**src/hdl/aef_pkg.sv**
```systemverilog
`default_nettype none

package aef_pkg;

    localparam int ALPHA_BITS    = 17;
    localparam int SPAN_BITS     = 16;
    localparam int Q16_SHIFT     = 16;
    localparam int DIV_STEPS     = 16;
    localparam int CNT_BITS      = 4;
    localparam int CHUNK_BITS    = 16;
    localparam int MUL_BITS      = 18;
    localparam int PROD_BITS     = 2 * MUL_BITS;
    localparam int APB_ADDR_BITS = 4;
    localparam int APB_DATA_BITS = 32;

    localparam logic [ALPHA_BITS-1:0] Q16_ONE        = 17'h10000;
    localparam logic [ALPHA_BITS-1:0] RST_ALPHA_LOW  = 17'd6554;
    localparam logic [ALPHA_BITS-1:0] RST_ALPHA_HIGH = 17'd65536;
    localparam logic [SPAN_BITS-1:0]  RST_ERROR_SPAN = 16'd100;

    typedef enum logic [1:0] {
        REG_ALPHA_LOW  = 2'd0,
        REG_ALPHA_HIGH = 2'd1,
        REG_ERROR_SPAN = 2'd2
    } reg_idx_t;

    typedef struct packed {
        logic [ALPHA_BITS-1:0] alpha_low;
        logic [ALPHA_BITS-1:0] alpha_high;
        logic [SPAN_BITS-1:0]  error_span;
    } cfg_t;

    typedef enum logic [8:0] {
        ST_IDLE  = 9'b000000001,
        ST_DIFF  = 9'b000000010,
        ST_CHECK = 9'b000000100,
        ST_DIV   = 9'b000001000,
        ST_AMUL  = 9'b000010000,
        ST_AADD  = 9'b000100000,
        ST_SMUL  = 9'b001000000,
        ST_SACC  = 9'b010000000,
        ST_DONE  = 9'b100000000
    } state_t;

    typedef struct packed {
        logic capture;
        logic diff_load;
        logic check;
        logic div_step;
        logic alpha_mul;
        logic alpha_add;
        logic step_mul;
        logic step_acc;
        logic first_chunk;
        logic finish;
        logic copy;
    } cmd_t;

    typedef struct packed {
        logic saturate;
    } status_t;

endpackage

`default_nettype wire

```
**src/hdl/aef_sample_if.sv**
```systemverilog
`default_nettype none

interface aef_sample_if #(
    parameter int SAMPLE_BITS = 16
);
    logic                          valid;
    logic                          ready;
    logic signed [SAMPLE_BITS-1:0] sample;

    modport source (output valid, output sample, input ready);
    modport sink (input valid, input sample, output ready);
endinterface

`default_nettype wire

```
**src/hdl/aef_smoothed_if.sv**
```systemverilog
`default_nettype none

interface aef_smoothed_if #(
    parameter int VALUE_BITS = 24
);
    logic                         valid;
    logic                         ready;
    logic signed [VALUE_BITS-1:0] smoothed;

    modport source (output valid, output smoothed, input ready);
    modport sink (input valid, input smoothed, output ready);
endinterface

`default_nettype wire

```
**src/hdl/adaptive_ema_filter.sv**
```systemverilog
// The first sample after reset is copied straight to the output. Later samples skip the
// divider when the error reaches the span (or the span is zero) and run it otherwise,
// then do the alpha*diff multiply in CHUNKS = ceil((SAMPLE_BITS+FRAC_BITS+1)/16) chunks.
// The 16-step serial divider, chunked alpha*diff multiply and output stalls set the rate;
// a new sample is taken in the cycle after the result is loaded into the output register.
// Reset is asynchronous, active low: value cleared, next sample copied, registers at defaults.
`default_nettype none

module adaptive_ema_filter #(
    parameter int SAMPLE_BITS = 16,
    parameter int FRAC_BITS   = 8
) (
    input  wire logic                              clk,
    input  wire logic                              rst_n,
    aef_sample_if.sink                             in_ch,
    aef_smoothed_if.source                         out_ch,
    input  wire logic                              psel,
    input  wire logic                              penable,
    input  wire logic                              pwrite,
    input  wire logic [aef_pkg::APB_ADDR_BITS-1:0] paddr,
    input  wire logic [aef_pkg::APB_DATA_BITS-1:0] pwdata,
    output logic      [aef_pkg::APB_DATA_BITS-1:0] prdata,
    output logic                                   pready
);

    localparam int DIFF_BITS = SAMPLE_BITS + FRAC_BITS + 1;
    localparam int CHUNKS    = (DIFF_BITS + aef_pkg::CHUNK_BITS - 1) / aef_pkg::CHUNK_BITS;

    aef_pkg::cfg_t    cfg;
    aef_pkg::cmd_t    cmd;
    aef_pkg::status_t status;

    aef_regs u_regs (
        .clk     (clk),
        .rst_n   (rst_n),
        .psel    (psel),
        .penable (penable),
        .pwrite  (pwrite),
        .paddr   (paddr),
        .pwdata  (pwdata),
        .prdata  (prdata),
        .pready  (pready),
        .cfg     (cfg)
    );

    aef_ctrl #(
        .CHUNKS (CHUNKS)
    ) u_ctrl (
        .clk       (clk),
        .rst_n     (rst_n),
        .in_valid  (in_ch.valid),
        .in_ready  (in_ch.ready),
        .out_ready (out_ch.ready),
        .out_valid (out_ch.valid),
        .status    (status),
        .cmd       (cmd)
    );

    aef_dp #(
        .SAMPLE_BITS (SAMPLE_BITS),
        .FRAC_BITS   (FRAC_BITS)
    ) u_dp (
        .clk      (clk),
        .rst_n    (rst_n),
        .cfg      (cfg),
        .cmd      (cmd),
        .sample   (in_ch.sample),
        .status   (status),
        .smoothed (out_ch.smoothed)
    );

    a_one_item: assert property (@(posedge clk) disable iff (!rst_n)
        (in_ch.valid && in_ch.ready) |=> !in_ch.ready)
        else $error("sample beat accepted while busy");

    a_result_frees_input: assert property (@(posedge clk) disable iff (!rst_n)
        $rose(out_ch.valid) |-> in_ch.ready)
        else $error("result beat without return to idle");

    a_cmd_exclusive: assert property (@(posedge clk) disable iff (!rst_n)
        $onehot0({cmd.capture, cmd.diff_load, cmd.check, cmd.div_step, cmd.alpha_mul,
                  cmd.alpha_add, cmd.step_mul, cmd.step_acc, cmd.finish}))
        else $error("overlapping datapath commands");

    a_finish_loads_output: assert property (@(posedge clk) disable iff (!rst_n)
        cmd.finish |=> out_ch.valid)
        else $error("finished item not presented");

endmodule

`default_nettype wire

```
**src/hdl/aef_regs.sv**
```systemverilog
`default_nettype none

module aef_regs (
    input  wire logic                               clk,
    input  wire logic                               rst_n,
    input  wire logic                               psel,
    input  wire logic                               penable,
    input  wire logic                               pwrite,
    input  wire logic [aef_pkg::APB_ADDR_BITS-1:0]  paddr,
    input  wire logic [aef_pkg::APB_DATA_BITS-1:0]  pwdata,
    output logic      [aef_pkg::APB_DATA_BITS-1:0]  prdata,
    output logic                                    pready,
    output aef_pkg::cfg_t                           cfg
);

    aef_pkg::reg_idx_t idx;
    aef_pkg::cfg_t     cfg_reg;
    aef_pkg::cfg_t     cfg_next;
    logic              wr_en;

    assign idx    = aef_pkg::reg_idx_t'(paddr[aef_pkg::APB_ADDR_BITS-1:2]);
    assign wr_en  = psel && penable && pwrite;
    assign pready = 1'b1;
    assign cfg    = cfg_reg;

    always_comb
    begin
        cfg_next = cfg_reg;
        if (wr_en)
        begin
            case (idx)
                aef_pkg::REG_ALPHA_LOW:
                    cfg_next.alpha_low = pwdata[aef_pkg::ALPHA_BITS-1:0];
                aef_pkg::REG_ALPHA_HIGH:
                    cfg_next.alpha_high = pwdata[aef_pkg::ALPHA_BITS-1:0];
                aef_pkg::REG_ERROR_SPAN:
                    cfg_next.error_span = pwdata[aef_pkg::SPAN_BITS-1:0];
                default:
                    cfg_next = cfg_reg;
            endcase
        end
    end

    always_comb
    begin
        case (idx)
            aef_pkg::REG_ALPHA_LOW:
                prdata = aef_pkg::APB_DATA_BITS'(cfg_reg.alpha_low);
            aef_pkg::REG_ALPHA_HIGH:
                prdata = aef_pkg::APB_DATA_BITS'(cfg_reg.alpha_high);
            aef_pkg::REG_ERROR_SPAN:
                prdata = aef_pkg::APB_DATA_BITS'(cfg_reg.error_span);
            default:
                prdata = '0;
        endcase
    end

    always_ff @(posedge clk or negedge rst_n)
    begin
        if (!rst_n)
        begin
            cfg_reg.alpha_low  <= aef_pkg::RST_ALPHA_LOW;
            cfg_reg.alpha_high <= aef_pkg::RST_ALPHA_HIGH;
            cfg_reg.error_span <= aef_pkg::RST_ERROR_SPAN;
        end
        else
        begin
            cfg_reg <= cfg_next;
        end
    end

endmodule

`default_nettype wire

```
**src/hdl/aef_ctrl.sv**
```systemverilog
`default_nettype none

module aef_ctrl #(
    parameter int CHUNKS = 2
) (
    input  wire logic             clk,
    input  wire logic             rst_n,
    input  wire logic             in_valid,
    output logic                  in_ready,
    input  wire logic             out_ready,
    output logic                  out_valid,
    input  wire aef_pkg::status_t status,
    output aef_pkg::cmd_t         cmd
);

    aef_pkg::state_t               state_reg;
    aef_pkg::state_t               state_next;
    logic [aef_pkg::CNT_BITS-1:0]  cnt_reg;
    logic [aef_pkg::CNT_BITS-1:0]  cnt_next;
    logic                          first_pending_reg;
    logic                          first_pending_next;
    logic                          out_valid_reg;
    logic                          out_valid_next;
    logic                          slot_free;

    assign slot_free = !out_valid_reg || out_ready;
    assign out_valid = out_valid_reg;
    assign in_ready  = (state_reg == aef_pkg::ST_IDLE);

    always_comb
    begin
        state_next         = state_reg;
        cnt_next           = cnt_reg;
        first_pending_next = first_pending_reg;
        out_valid_next     = out_valid_reg && !out_ready;
        cmd                = '0;
        case (state_reg)
            aef_pkg::ST_IDLE:
            begin
                if (in_valid)
                begin
                    cmd.capture = 1'b1;
                    state_next  = aef_pkg::ST_DIFF;
                end
            end
            aef_pkg::ST_DIFF:
            begin
                cmd.diff_load = 1'b1;
                state_next    = first_pending_reg ? aef_pkg::ST_DONE : aef_pkg::ST_CHECK;
            end
            aef_pkg::ST_CHECK:
            begin
                cmd.check  = 1'b1;
                cnt_next   = '0;
                state_next = status.saturate ? aef_pkg::ST_AMUL : aef_pkg::ST_DIV;
            end
            aef_pkg::ST_DIV:
            begin
                cmd.div_step = 1'b1;
                cnt_next     = cnt_reg + 1'b1;
                if (cnt_reg == aef_pkg::CNT_BITS'(aef_pkg::DIV_STEPS - 1))
                begin
                    state_next = aef_pkg::ST_AMUL;
                end
            end
            aef_pkg::ST_AMUL:
            begin
                cmd.alpha_mul = 1'b1;
                state_next    = aef_pkg::ST_AADD;
            end
            aef_pkg::ST_AADD:
            begin
                cmd.alpha_add = 1'b1;
                cnt_next      = '0;
                state_next    = aef_pkg::ST_SMUL;
            end
            aef_pkg::ST_SMUL:
            begin
                cmd.step_mul    = 1'b1;
                cmd.first_chunk = (cnt_reg == '0);
                state_next      = aef_pkg::ST_SACC;
            end
            aef_pkg::ST_SACC:
            begin
                cmd.step_acc    = 1'b1;
                cmd.first_chunk = (cnt_reg == '0);
                cnt_next        = cnt_reg + 1'b1;
                state_next      = (cnt_reg == aef_pkg::CNT_BITS'(CHUNKS - 1)) ?
                                  aef_pkg::ST_DONE : aef_pkg::ST_SMUL;
            end
            aef_pkg::ST_DONE:
            begin
                if (slot_free)
                begin
                    cmd.finish         = 1'b1;
                    cmd.copy           = first_pending_reg;
                    first_pending_next = 1'b0;
                    out_valid_next     = 1'b1;
                    state_next         = aef_pkg::ST_IDLE;
                end
            end
            default:
            begin
                state_next = aef_pkg::ST_IDLE;
            end
        endcase
    end

    always_ff @(posedge clk or negedge rst_n)
    begin
        if (!rst_n)
        begin
            state_reg         <= aef_pkg::ST_IDLE;
            cnt_reg           <= '0;
            first_pending_reg <= 1'b1;
            out_valid_reg     <= 1'b0;
        end
        else
        begin
            state_reg         <= state_next;
            cnt_reg           <= cnt_next;
            first_pending_reg <= first_pending_next;
            out_valid_reg     <= out_valid_next;
        end
    end

endmodule

`default_nettype wire

```
**src/hdl/aef_dp.sv**
```systemverilog
`default_nettype none

module aef_dp #(
    parameter int SAMPLE_BITS = 16,
    parameter int FRAC_BITS   = 8
) (
    input  wire logic                                      clk,
    input  wire logic                                      rst_n,
    input  wire aef_pkg::cfg_t                             cfg,
    input  wire aef_pkg::cmd_t                             cmd,
    input  wire logic signed [SAMPLE_BITS-1:0]             sample,
    output aef_pkg::status_t                               status,
    output logic signed      [SAMPLE_BITS+FRAC_BITS-1:0]   smoothed
);

    localparam int VALUE_BITS = SAMPLE_BITS + FRAC_BITS;
    localparam int DIFF_BITS  = VALUE_BITS + 1;
    localparam int CHUNKS     = (DIFF_BITS + aef_pkg::CHUNK_BITS - 1) / aef_pkg::CHUNK_BITS;
    localparam int EXT_BITS   = CHUNKS * aef_pkg::CHUNK_BITS;
    localparam int ACC_BITS   = EXT_BITS + aef_pkg::ALPHA_BITS;
    localparam int SPANQ_BITS = aef_pkg::SPAN_BITS + FRAC_BITS;
    localparam int REM_BITS   = SPANQ_BITS + 1;
    localparam int CMP_BITS   = DIFF_BITS + SPANQ_BITS;

    logic signed [VALUE_BITS-1:0]          target_reg;
    logic signed [VALUE_BITS-1:0]          running_reg;
    logic signed [VALUE_BITS-1:0]          smoothed_reg;
    logic signed [DIFF_BITS-1:0]           diff_reg;
    logic        [DIFF_BITS-1:0]           err_reg;
    logic        [REM_BITS-1:0]            rem_reg;
    logic        [aef_pkg::ALPHA_BITS-1:0] factor_reg;
    logic        [aef_pkg::ALPHA_BITS-1:0] alpha_reg;
    logic signed [aef_pkg::PROD_BITS-1:0]  prod_reg;
    logic signed [EXT_BITS-1:0]            chunk_reg;
    logic signed [ACC_BITS-1:0]            acc_reg;

    logic signed [VALUE_BITS-1:0]          target_next;
    logic signed [DIFF_BITS-1:0]           diff_next;
    logic        [DIFF_BITS-1:0]           err_next;
    logic        [SPANQ_BITS-1:0]          span_q;
    logic        [REM_BITS-1:0]            rem_shift;
    logic                                  rem_fits;
    logic        [aef_pkg::ALPHA_BITS-1:0] lo_a;
    logic        [aef_pkg::ALPHA_BITS-1:0] hi_a;
    logic signed [aef_pkg::MUL_BITS-1:0]   alpha_delta;
    logic        [aef_pkg::CHUNK_BITS-1:0] chunk_top;
    logic signed [aef_pkg::MUL_BITS-1:0]   mul_a;
    logic signed [aef_pkg::MUL_BITS-1:0]   mul_b;
    logic signed [aef_pkg::PROD_BITS-1:0]  mul_p;
    logic signed [aef_pkg::ALPHA_BITS+1:0] alpha_sum;
    logic signed [ACC_BITS-1:0]            acc_next;
    logic signed [VALUE_BITS-1:0]          step;
    logic signed [VALUE_BITS-1:0]          value_next;

    assign target_next = VALUE_BITS'(sample) <<< FRAC_BITS;
    assign diff_next   = DIFF_BITS'(target_reg) - DIFF_BITS'(running_reg);
    assign err_next    = diff_reg[DIFF_BITS-1] ? $unsigned(-diff_reg) : $unsigned(diff_reg);
    assign span_q      = SPANQ_BITS'(cfg.error_span) << FRAC_BITS;

    assign status.saturate = (cfg.error_span == '0) ||
                             (CMP_BITS'(err_reg) >= CMP_BITS'(span_q));

    // restoring divide, one quotient bit per cycle
    assign rem_shift = {rem_reg[REM_BITS-2:0], 1'b0};
    assign rem_fits  = (rem_shift >= REM_BITS'(span_q));

    assign lo_a = (cfg.alpha_low > aef_pkg::Q16_ONE) ? aef_pkg::Q16_ONE : cfg.alpha_low;
    assign hi_a = (cfg.alpha_high > aef_pkg::Q16_ONE) ? aef_pkg::Q16_ONE : cfg.alpha_high;
    assign alpha_delta = $signed({1'b0, hi_a}) - $signed({1'b0, lo_a});

    // shared multiplier: alpha blend, then alpha * diff one chunk at a time, top first
    assign chunk_top = chunk_reg[EXT_BITS-1 -: aef_pkg::CHUNK_BITS];

    always_comb
    begin
        if (cmd.alpha_mul)
        begin
            mul_a = alpha_delta;
            mul_b = $signed({1'b0, factor_reg});
        end
        else
        begin
            mul_a = $signed({1'b0, alpha_reg});
            if (cmd.first_chunk)
            begin
                mul_b = $signed({{2{chunk_top[aef_pkg::CHUNK_BITS-1]}}, chunk_top});
            end
            else
            begin
                mul_b = $signed({2'b00, chunk_top});
            end
        end
    end

    assign mul_p = mul_a * mul_b;

    assign alpha_sum = $signed({2'b00, lo_a}) +
                       (aef_pkg::ALPHA_BITS + 2)'(prod_reg >>> aef_pkg::Q16_SHIFT);

    assign acc_next = cmd.first_chunk ? ACC_BITS'(prod_reg) :
                      (acc_reg <<< aef_pkg::CHUNK_BITS) + ACC_BITS'(prod_reg);

    assign step       = acc_reg[VALUE_BITS+aef_pkg::Q16_SHIFT-1:aef_pkg::Q16_SHIFT];
    assign value_next = cmd.copy ? target_reg : running_reg + step;
    assign smoothed   = smoothed_reg;

    always_ff @(posedge clk or negedge rst_n)
    begin
        if (!rst_n)
        begin
            running_reg <= '0;
        end
        else if (cmd.finish)
        begin
            running_reg <= value_next;
        end
    end

    always_ff @(posedge clk)
    begin
        if (cmd.capture)
        begin
            target_reg <= target_next;
        end
        if (cmd.diff_load)
        begin
            diff_reg <= diff_next;
        end
        if (cmd.diff_load)
        begin
            err_reg <= $unsigned(diff_next[DIFF_BITS-1] ? -diff_next : diff_next);
        end
        if (cmd.check)
        begin
            rem_reg    <= REM_BITS'(err_next);
            factor_reg <= status.saturate ? aef_pkg::Q16_ONE : '0;
        end
        else if (cmd.div_step)
        begin
            rem_reg    <= rem_fits ? rem_shift - REM_BITS'(span_q) : rem_shift;
            factor_reg <= {factor_reg[aef_pkg::ALPHA_BITS-2:0], rem_fits};
        end
        if (cmd.alpha_mul || cmd.step_mul)
        begin
            prod_reg <= mul_p;
        end
        if (cmd.alpha_add)
        begin
            alpha_reg <= alpha_sum[aef_pkg::ALPHA_BITS-1:0];
            chunk_reg <= EXT_BITS'(diff_reg);
        end
        else if (cmd.step_mul)
        begin
            chunk_reg <= chunk_reg <<< aef_pkg::CHUNK_BITS;
        end
        if (cmd.step_acc)
        begin
            acc_reg <= acc_next;
        end
        if (cmd.finish)
        begin
            smoothed_reg <= value_next;
        end
    end

endmodule

`default_nettype wire
```
**src/flat_wrapper.sv**
```systemverilog
// flat-port wrapper written by rule: the top's interface ports become plain ports
module adaptive_ema_filter_flat 
#(
    parameter int SAMPLE_BITS = 16,
    parameter int FRAC_BITS   = 8
)
  (clk, rst_n, psel, penable, pwrite, paddr, pwdata, prdata, pready, in_ch_valid, in_ch_sample, in_ch_ready, out_ch_valid, out_ch_smoothed, out_ch_ready);
  aef_sample_if #(.SAMPLE_BITS(SAMPLE_BITS)) in_ch_i ();
  aef_smoothed_if out_ch_i ();
  input  wire logic clk;
  input  wire logic rst_n;
  input  wire logic psel;
  input  wire logic penable;
  input  wire logic pwrite;
  input  wire logic [aef_pkg::APB_ADDR_BITS-1:0] paddr;
  input  wire logic [aef_pkg::APB_DATA_BITS-1:0] pwdata;
  output logic      [aef_pkg::APB_DATA_BITS-1:0] prdata;
  output logic pready;
  input wire logic [$bits(in_ch_i.valid)-1:0] in_ch_valid;
  input wire logic [$bits(in_ch_i.sample)-1:0] in_ch_sample;
  output wire logic [$bits(in_ch_i.ready)-1:0] in_ch_ready;
  output wire logic [$bits(out_ch_i.valid)-1:0] out_ch_valid;
  output wire logic [$bits(out_ch_i.smoothed)-1:0] out_ch_smoothed;
  input wire logic [$bits(out_ch_i.ready)-1:0] out_ch_ready;
  assign in_ch_i.valid = in_ch_valid;
  assign in_ch_i.sample = in_ch_sample;
  assign in_ch_ready = in_ch_i.ready;
  assign out_ch_valid = out_ch_i.valid;
  assign out_ch_smoothed = out_ch_i.smoothed;
  assign out_ch_i.ready = out_ch_ready;
  adaptive_ema_filter #(.SAMPLE_BITS(SAMPLE_BITS), .FRAC_BITS(FRAC_BITS)) u_core (.clk(clk), .rst_n(rst_n), .in_ch(in_ch_i), .out_ch(out_ch_i), .psel(psel), .penable(penable), .pwrite(pwrite), .paddr(paddr), .pwdata(pwdata), .prdata(prdata), .pready(pready));
endmodule
```
**config.mk**
```make
export PLATFORM = sky130hd
export DESIGN_NAME = adaptive_ema_filter_flat
export DESIGN_NICKNAME = d
export VERILOG_FILES = /design/src/hdl/aef_pkg.sv /design/src/hdl/aef_sample_if.sv /design/src/hdl/aef_smoothed_if.sv /design/src/hdl/adaptive_ema_filter.sv /design/src/hdl/aef_regs.sv /design/src/hdl/aef_ctrl.sv /design/src/hdl/aef_dp.sv /design/src/flat_wrapper.sv
export SDC_FILE = /design/constraint.sdc
export NUM_CORES = 2
export LEC_CHECK = 0
export BUFFER_PORTS_ARGS = -buffer_cell sky130_fd_sc_hd__buf_2
export CORE_ASPECT_RATIO = 1.4
export CORE_MARGIN = 3
export CORE_UTILIZATION = 30
export DETAILED_ROUTE_END_ITERATION = 8
export GPL_TIMING_DRIVEN = 0
export PLACE_DENSITY = 0.45
export SLEW_MARGIN = 15
export SYNTH_ARGS = -nofsm -noshare
export SYNTH_HDL_FRONTEND = slang
export SYNTH_SLANG_ARGS = --single-unit
```
**constraint.sdc**
```tcl
create_clock -name clk -period 10.5 [get_ports clk]
set_input_delay 1.575 -clock clk [delete_from_list [all_inputs] [get_ports clk]]
set_output_delay 1.575 -clock clk [all_outputs]
set_load 0.01 [all_outputs]
```
[After elaboration in Yosys (flattened, before gate mapping)]
Index checks and enable logic that the tools add are counted.
Storage, ports and cells
  output and inout bits: 59
  logic and storage cells: 111
  bits in registers: 345
  bits of input ports: 59
Operators by class
  multipliers: 1
  add/subtract/negate cells: 9
  order comparisons: 4
  muxes and demuxes: 40
  equal/unequal tests: 16
  reductions and logical operators: 22
Operators with widths (count)
  $mux W24: 6
  $mux W17: 5
  $pmux W9 S9: 1
  $mux W32: 2
  $mux W18: 3
  $pmux W17 S3: 1
  $ge A25 B24 Y1: 2
  $mux W9: 5
  $add A40 B36 Y40: 1
  $mux W40: 1
  $mul A18 B18 Y36: 1
  $gt A17 B17 Y1 const B: 2
  $neg A25 Y25: 1
  $sub A24 B24 Y25: 1
  $add A24 B24 Y24: 1
  $neg A24 Y24: 1
  $sub A24 B24 Y24: 1
  $sub A17 B17 Y18: 1
  $add A17 B17 Y17: 1
  $logic_not A16 Y1: 1
  $mux W1: 12
  $eq A9 B1 Y1 const B: 1
  $eq A9 B2 Y1 const B: 1
  $eq A9 B3 Y1 const B: 1
  other kinds (24): 39

[Depth between registers and ports, before layout]
  depth after elaboration: 6
  mapped depth: 39
  mapped depth without buffers: 37

[By module]
Synthesis repeated with hierarchy kept, for this count alone.
Unflattened totals
  cell total of the unflattened synthesis: 3294
  area total of the unflattened synthesis: 32807.7 sq um
Modules (own cells, without submodules)
  aef_dp: area an instance 29427.0 sq um, sequential area each 8257.9 sq um, cells each 2997, instances 1
  aef_regs: area an instance 2389.8 sq um, sequential area each 1265.0 sq um, cells each 183, instances 1
  aef_ctrl: area an instance 991.0 sq um, sequential area each 377.9 sq um, cells each 114, instances 1

[Worst setup path before layout]
OpenSTA, ideal clock, no wires.
  kind: flip-flop to flip-flop
  from: register u_core.u_regs.cfg_reg, in the netlist u_core.u_regs.cfg[32]
  to: register u_core.u_dp.prod_reg[34] in the netlist's numbering, data pin
  path buffers: 1
  clock period less this slack: 9041 ps
  data arrival time: 8779 ps
  stages on the path, launching flop included: 37
  required time: 10238 ps
  library setup time: 262 ps
  path slack: 1459 ps
  cells stage by stage: dfstp_2 > inv_1 > a41oi_1 > nor2b_1 > ha_1 > nor2b_1 > o31ai_1 > a21oi_1 > o21ai_1 > a311oi_1 > o21ai_0 > nand2b_1 > or2_2 > a31oi_1 > clkbuf_1 > nor2_1 > fa_1 > inv_1 > fa_1 > fa_1 > inv_1 > fa_1 > fa_1 > inv_1 > fa_1 > inv_1 > ha_1 > nand2_1 > nor2_1 > a211oi_1 > o211ai_1 > a31o_2 > o41ai_1 > nor2_1 > a2111oi_2 > o21ai_1 > xor2_1
Between the ends
  longest elaborated chain between the ends: 5
RTL lines
  from (decl): line aef_regs.sv:17  | aef_pkg::cfg_t cfg_reg;
  from (signal assigned): line aef_regs.sv:68  | cfg_reg <= cfg_next;
  $gt A17 B17 Y1: line aef_dp.sv:68  | assign hi_a = (cfg.alpha_high > aef_pkg::Q16_ONE) ? aef_pkg::Q16_ONE : cfg.alpha_high;
  $mux W17 (*): line aef_dp.sv:68
  $sub A17 B17 Y18 (*): line aef_dp.sv:69  | assign alpha_delta = $signed({1'b0, hi_a}) - $signed({1'b0, lo_a});
  $mux W18 (*): line aef_dp.sv:76  | if (cmd.alpha_mul)
  $mul A18 B18 Y36 (*): line aef_dp.sv:95  | assign mul_p = mul_a * mul_b;
  net u_core.u_dp.mul_p (one bit): line aef_dp.sv:49  | logic signed [aef_pkg::PROD_BITS-1:0] mul_p;
  to (signal assigned): line aef_dp.sv:145  | prod_reg <= mul_p;
  to (decl): line aef_dp.sv:33  | logic signed [aef_pkg::PROD_BITS-1:0] prod_reg;
The timed path passes the listed nets; every way through them passes the cells marked *.
A chain may end at the register's enable or synchronous reset.

[Worst setup path after layout]
  from: register u_core.u_regs.cfg_reg, in the netlist u_core.u_regs.cfg[28]
  to: register u_core.u_dp.prod_reg[35] in the netlist's numbering, data pin
Same word-level chain as after synthesis.

==> out/qor.txt <==
CTS HTree Levels = 2
TritonCTS clock tree = built
Final setup margin = 0.437 ns
Setup CP Type = reg2reg
Total core area = 0.107 mm2
Via density = 4.85
EDFF count, synth = 255
Routed vias = 24000
Crit start category = flop
Layout cells sized above 1 = 10.9%
Layout Cells excl Fill = 4957
Avg Cell Area, Syn = 9.78 um2
Die Area = 0.112 mm2
Clock Tree Root = clkbuf_16
Synthesized flop and latch total = 344
Max_slew headroom = 21.7%
Synth top area share = 23.6%
Clock Sinks = 344
Finished Cell Area = 0.0366 mm2
Largest net degree at the start of global routing = 74
Fin util = 34.2%
Total of fill cells in the finished design = 11100
Pre-CTS setup slack = -1.88 ns
Cell taking the most area after synthesis = edfxtp_1
Class of the worst hold path = reg2reg
Crit path time final = 10.06 ns
Ant. Diodes = 0
Register area share after synthesis = 30.5%
Hold slack = 0.418 ns
Std-Cell Rows = 142
Drt wl/cell = 20.8 um
Worst stage delay on the critical path = 0.56 ns
Port Buffers = 84
Slowest CP cell = fa_1
Congestion Overflow GR = 0
Max FFs per register = 50
Max cap viols = 0
YS warnings = 0
Clock Tree Buf Depth = 3
Die Width = 284 um
Placer Congestion = 0.884
Num ports = 118
WP data arrival = 10.33 ns
DRC = 0
Initial antenna violation count = 1
Worst Skew = 0.0450 ns
Leak = 16.2 nW
Most frequent CP cell = fa_1
Slew @ Worst Pin = 1.14 ns
Post-synth top flop = edfxtp_1
Clock transition at path regs = 0.06 ns
Worst Path Max Fanout = 10
Final Cycle Share = 95.8%
Placement Cell Area = 0.0349 mm2
Vias in the first global route = 25300
Final Slew Violations = 0
CTS Buf Count = 41
Initial Util = 30.3%
PD cells = 166 mW/mm2
Final Hold Fails = 0
Area of the multi-input gates = 0.0206 mm2
Count of cell types in the netlist = 99
All-Layer GR Usage = 18.4%
DRT iter0 DRCs = 1243
Post-synth ARST share = 25.9%
CP endpoint kind = flop
Critical Path RT = 10.76 ns
Sequential standard cell area = 0.00990 mm2
Skew-Pair Late Insertion Delay = 0.61 ns
Synth Cell Area = 0.0324 mm2
P&R area growth vs syn = 12.9%
Post-route ant nets = 0
Post-DP HPWL = 85100 um
Synth Instances = 3317
Fmax = 99.4 MHz
Final net count = 4103
Hold_buf cts = 0
Most frequent cells in the layout = inv_1, nand2_1, fa_1
Top cells by area, synth = edfxtp_1, fa_1, ha_1
First-pass GRT wire length = 157000 um
Cells after DPL = 4869
Die height = 395 um
Status = completed
DRT Pass-1 Iters = 5
Total Wirelength = 103000 um
Final setup fails = 0
Leading cell type in the layout, fill and taps excluded = inv_1
Peak VDD IR = 0.113 mV
[final timing paths]
| check | startpoint | endpoint | cells past startpoint | slack (ns) |
|---|---|---|---|---|
| max | u_core.u_regs.cfg[28] | u_core.u_dp.prod_reg[35] | 37 | 0.44 |
| min | u_core.u_dp.prod_reg[3] | u_core.u_dp.acc_reg[3] | 0 | 0.42 |
| max reg2reg | u_core.u_regs.cfg[28] | u_core.u_dp.prod_reg[35] | 37 | 0.44 |
| min reg2reg | u_core.u_dp.prod_reg[3] | u_core.u_dp.acc_reg[3] | 0 | 0.42 |
| max in group asynchronous | rst_n | u_core.u_regs.cfg[44] | 2 | 8.95 |
| min in group asynchronous | rst_n | u_core.u_dp.running_reg[14] | 1 | 0.84 |
[cell families (layout without fill, tap and decap cells)]
group / Yosys count / count (layout) / synth area share [%]
and+or+nand+nor: 1049 / 1049 / 15.1
buffers and inverters: 581 / 767 / 7.04
adders and majority gates: 559 / 559 / 29.3
AOI/OAI and AO/OA: 511 / 511 / 10.2
DFF: 344 / 344 / 30.5
xor gates and xnor gates: 176 / 176 / 4.75
muxes: 95 / 95 / 3.12
other: 2 / 16 / 0.0232
[worst max-delay path: cells and delay by family (launching register included)]
family                     cells  cell delay [ns]
AOI/OAI and AO/OA             16             3.49
DFF                            1             0.43
buffers and inverters          6             0.62
xor gates and xnor gates       1             0.18
and+or+nand+nor                6             1.27
adders and majority gates      8             3.73
[repair_timing]
item	in CTS	in global routing
pin swaps	3	5
setup buffers	3	11
resized for setup	40	21
setup endpoints to repair	10	5
[synth_stat cells, types with 9 or more instances]
library cell	instances
inv_1	474
nand2_1	407
fa_1	334
nor2_1	313
edfxtp_1	255
ha_1	225
a21oi_1	138
o21ai_0	130
xnor2_1	106
dfrtp_1	76
xor2_1	70
clkbuf_1	66
a21o_1	58
mux2_2	49
mux2i_1	46
nand2b_1	45
and2_1	42
nor2b_1	40
nor3_1	36
o21a_1	30
nand3_1	27
nor4_1	20
o31ai_1	19
buf_4	16
or2_2	15
or3_1	15
nand4_1	14
o21ai_1	14
o21bai_1	14
a211oi_1	13
dfstp_2	13
a31oi_1	12
and3_1	12
buf_2	9
[layout make-up]
| class | count | area share (%) |
|---|---|---|
| timing repair buffer | 112 | 1.93 |
| multi-input combinational | 2406 | 56.3 |
| clock buffer | 56 | 3.01 |
| clock inverter | 19 | 0.485 |
| tap | 1440 | 4.92 |
| sequential | 344 | 27.0 |
| inverter | 479 | 4.93 |
| buffer | 101 | 1.39 |
[through the flow]
stage | total power [mW] | setup TNS (ns)
after floorplan | 3.78 | 0
after global placement | 4.66 | -11.27
after detailed placement | 4.67 | -10.37
after CTS | 6.17 | 0
after global routing | 6.55 | -0.00365
final | 6.09 | 0
[power breakdown]
part	leakage, nW	total [mW]	internal, mW	switching (mW)
Combinational	12.2	2.79	1.10	1.68
Sequential	3.38	1.88	1.73	0.151
Clock	0.627	1.42	0.791	0.626
[layer usage]
metal	GRT usage (%)	up-vias	wire length [um]
met1	21.0	12200	39800
met4	8.36	0	5420
li1	-	11300	-
met5	0	-	0
met3	1.63	167	3080
met2	34.5	443	54700
Power figures use the tool's default switching activity.
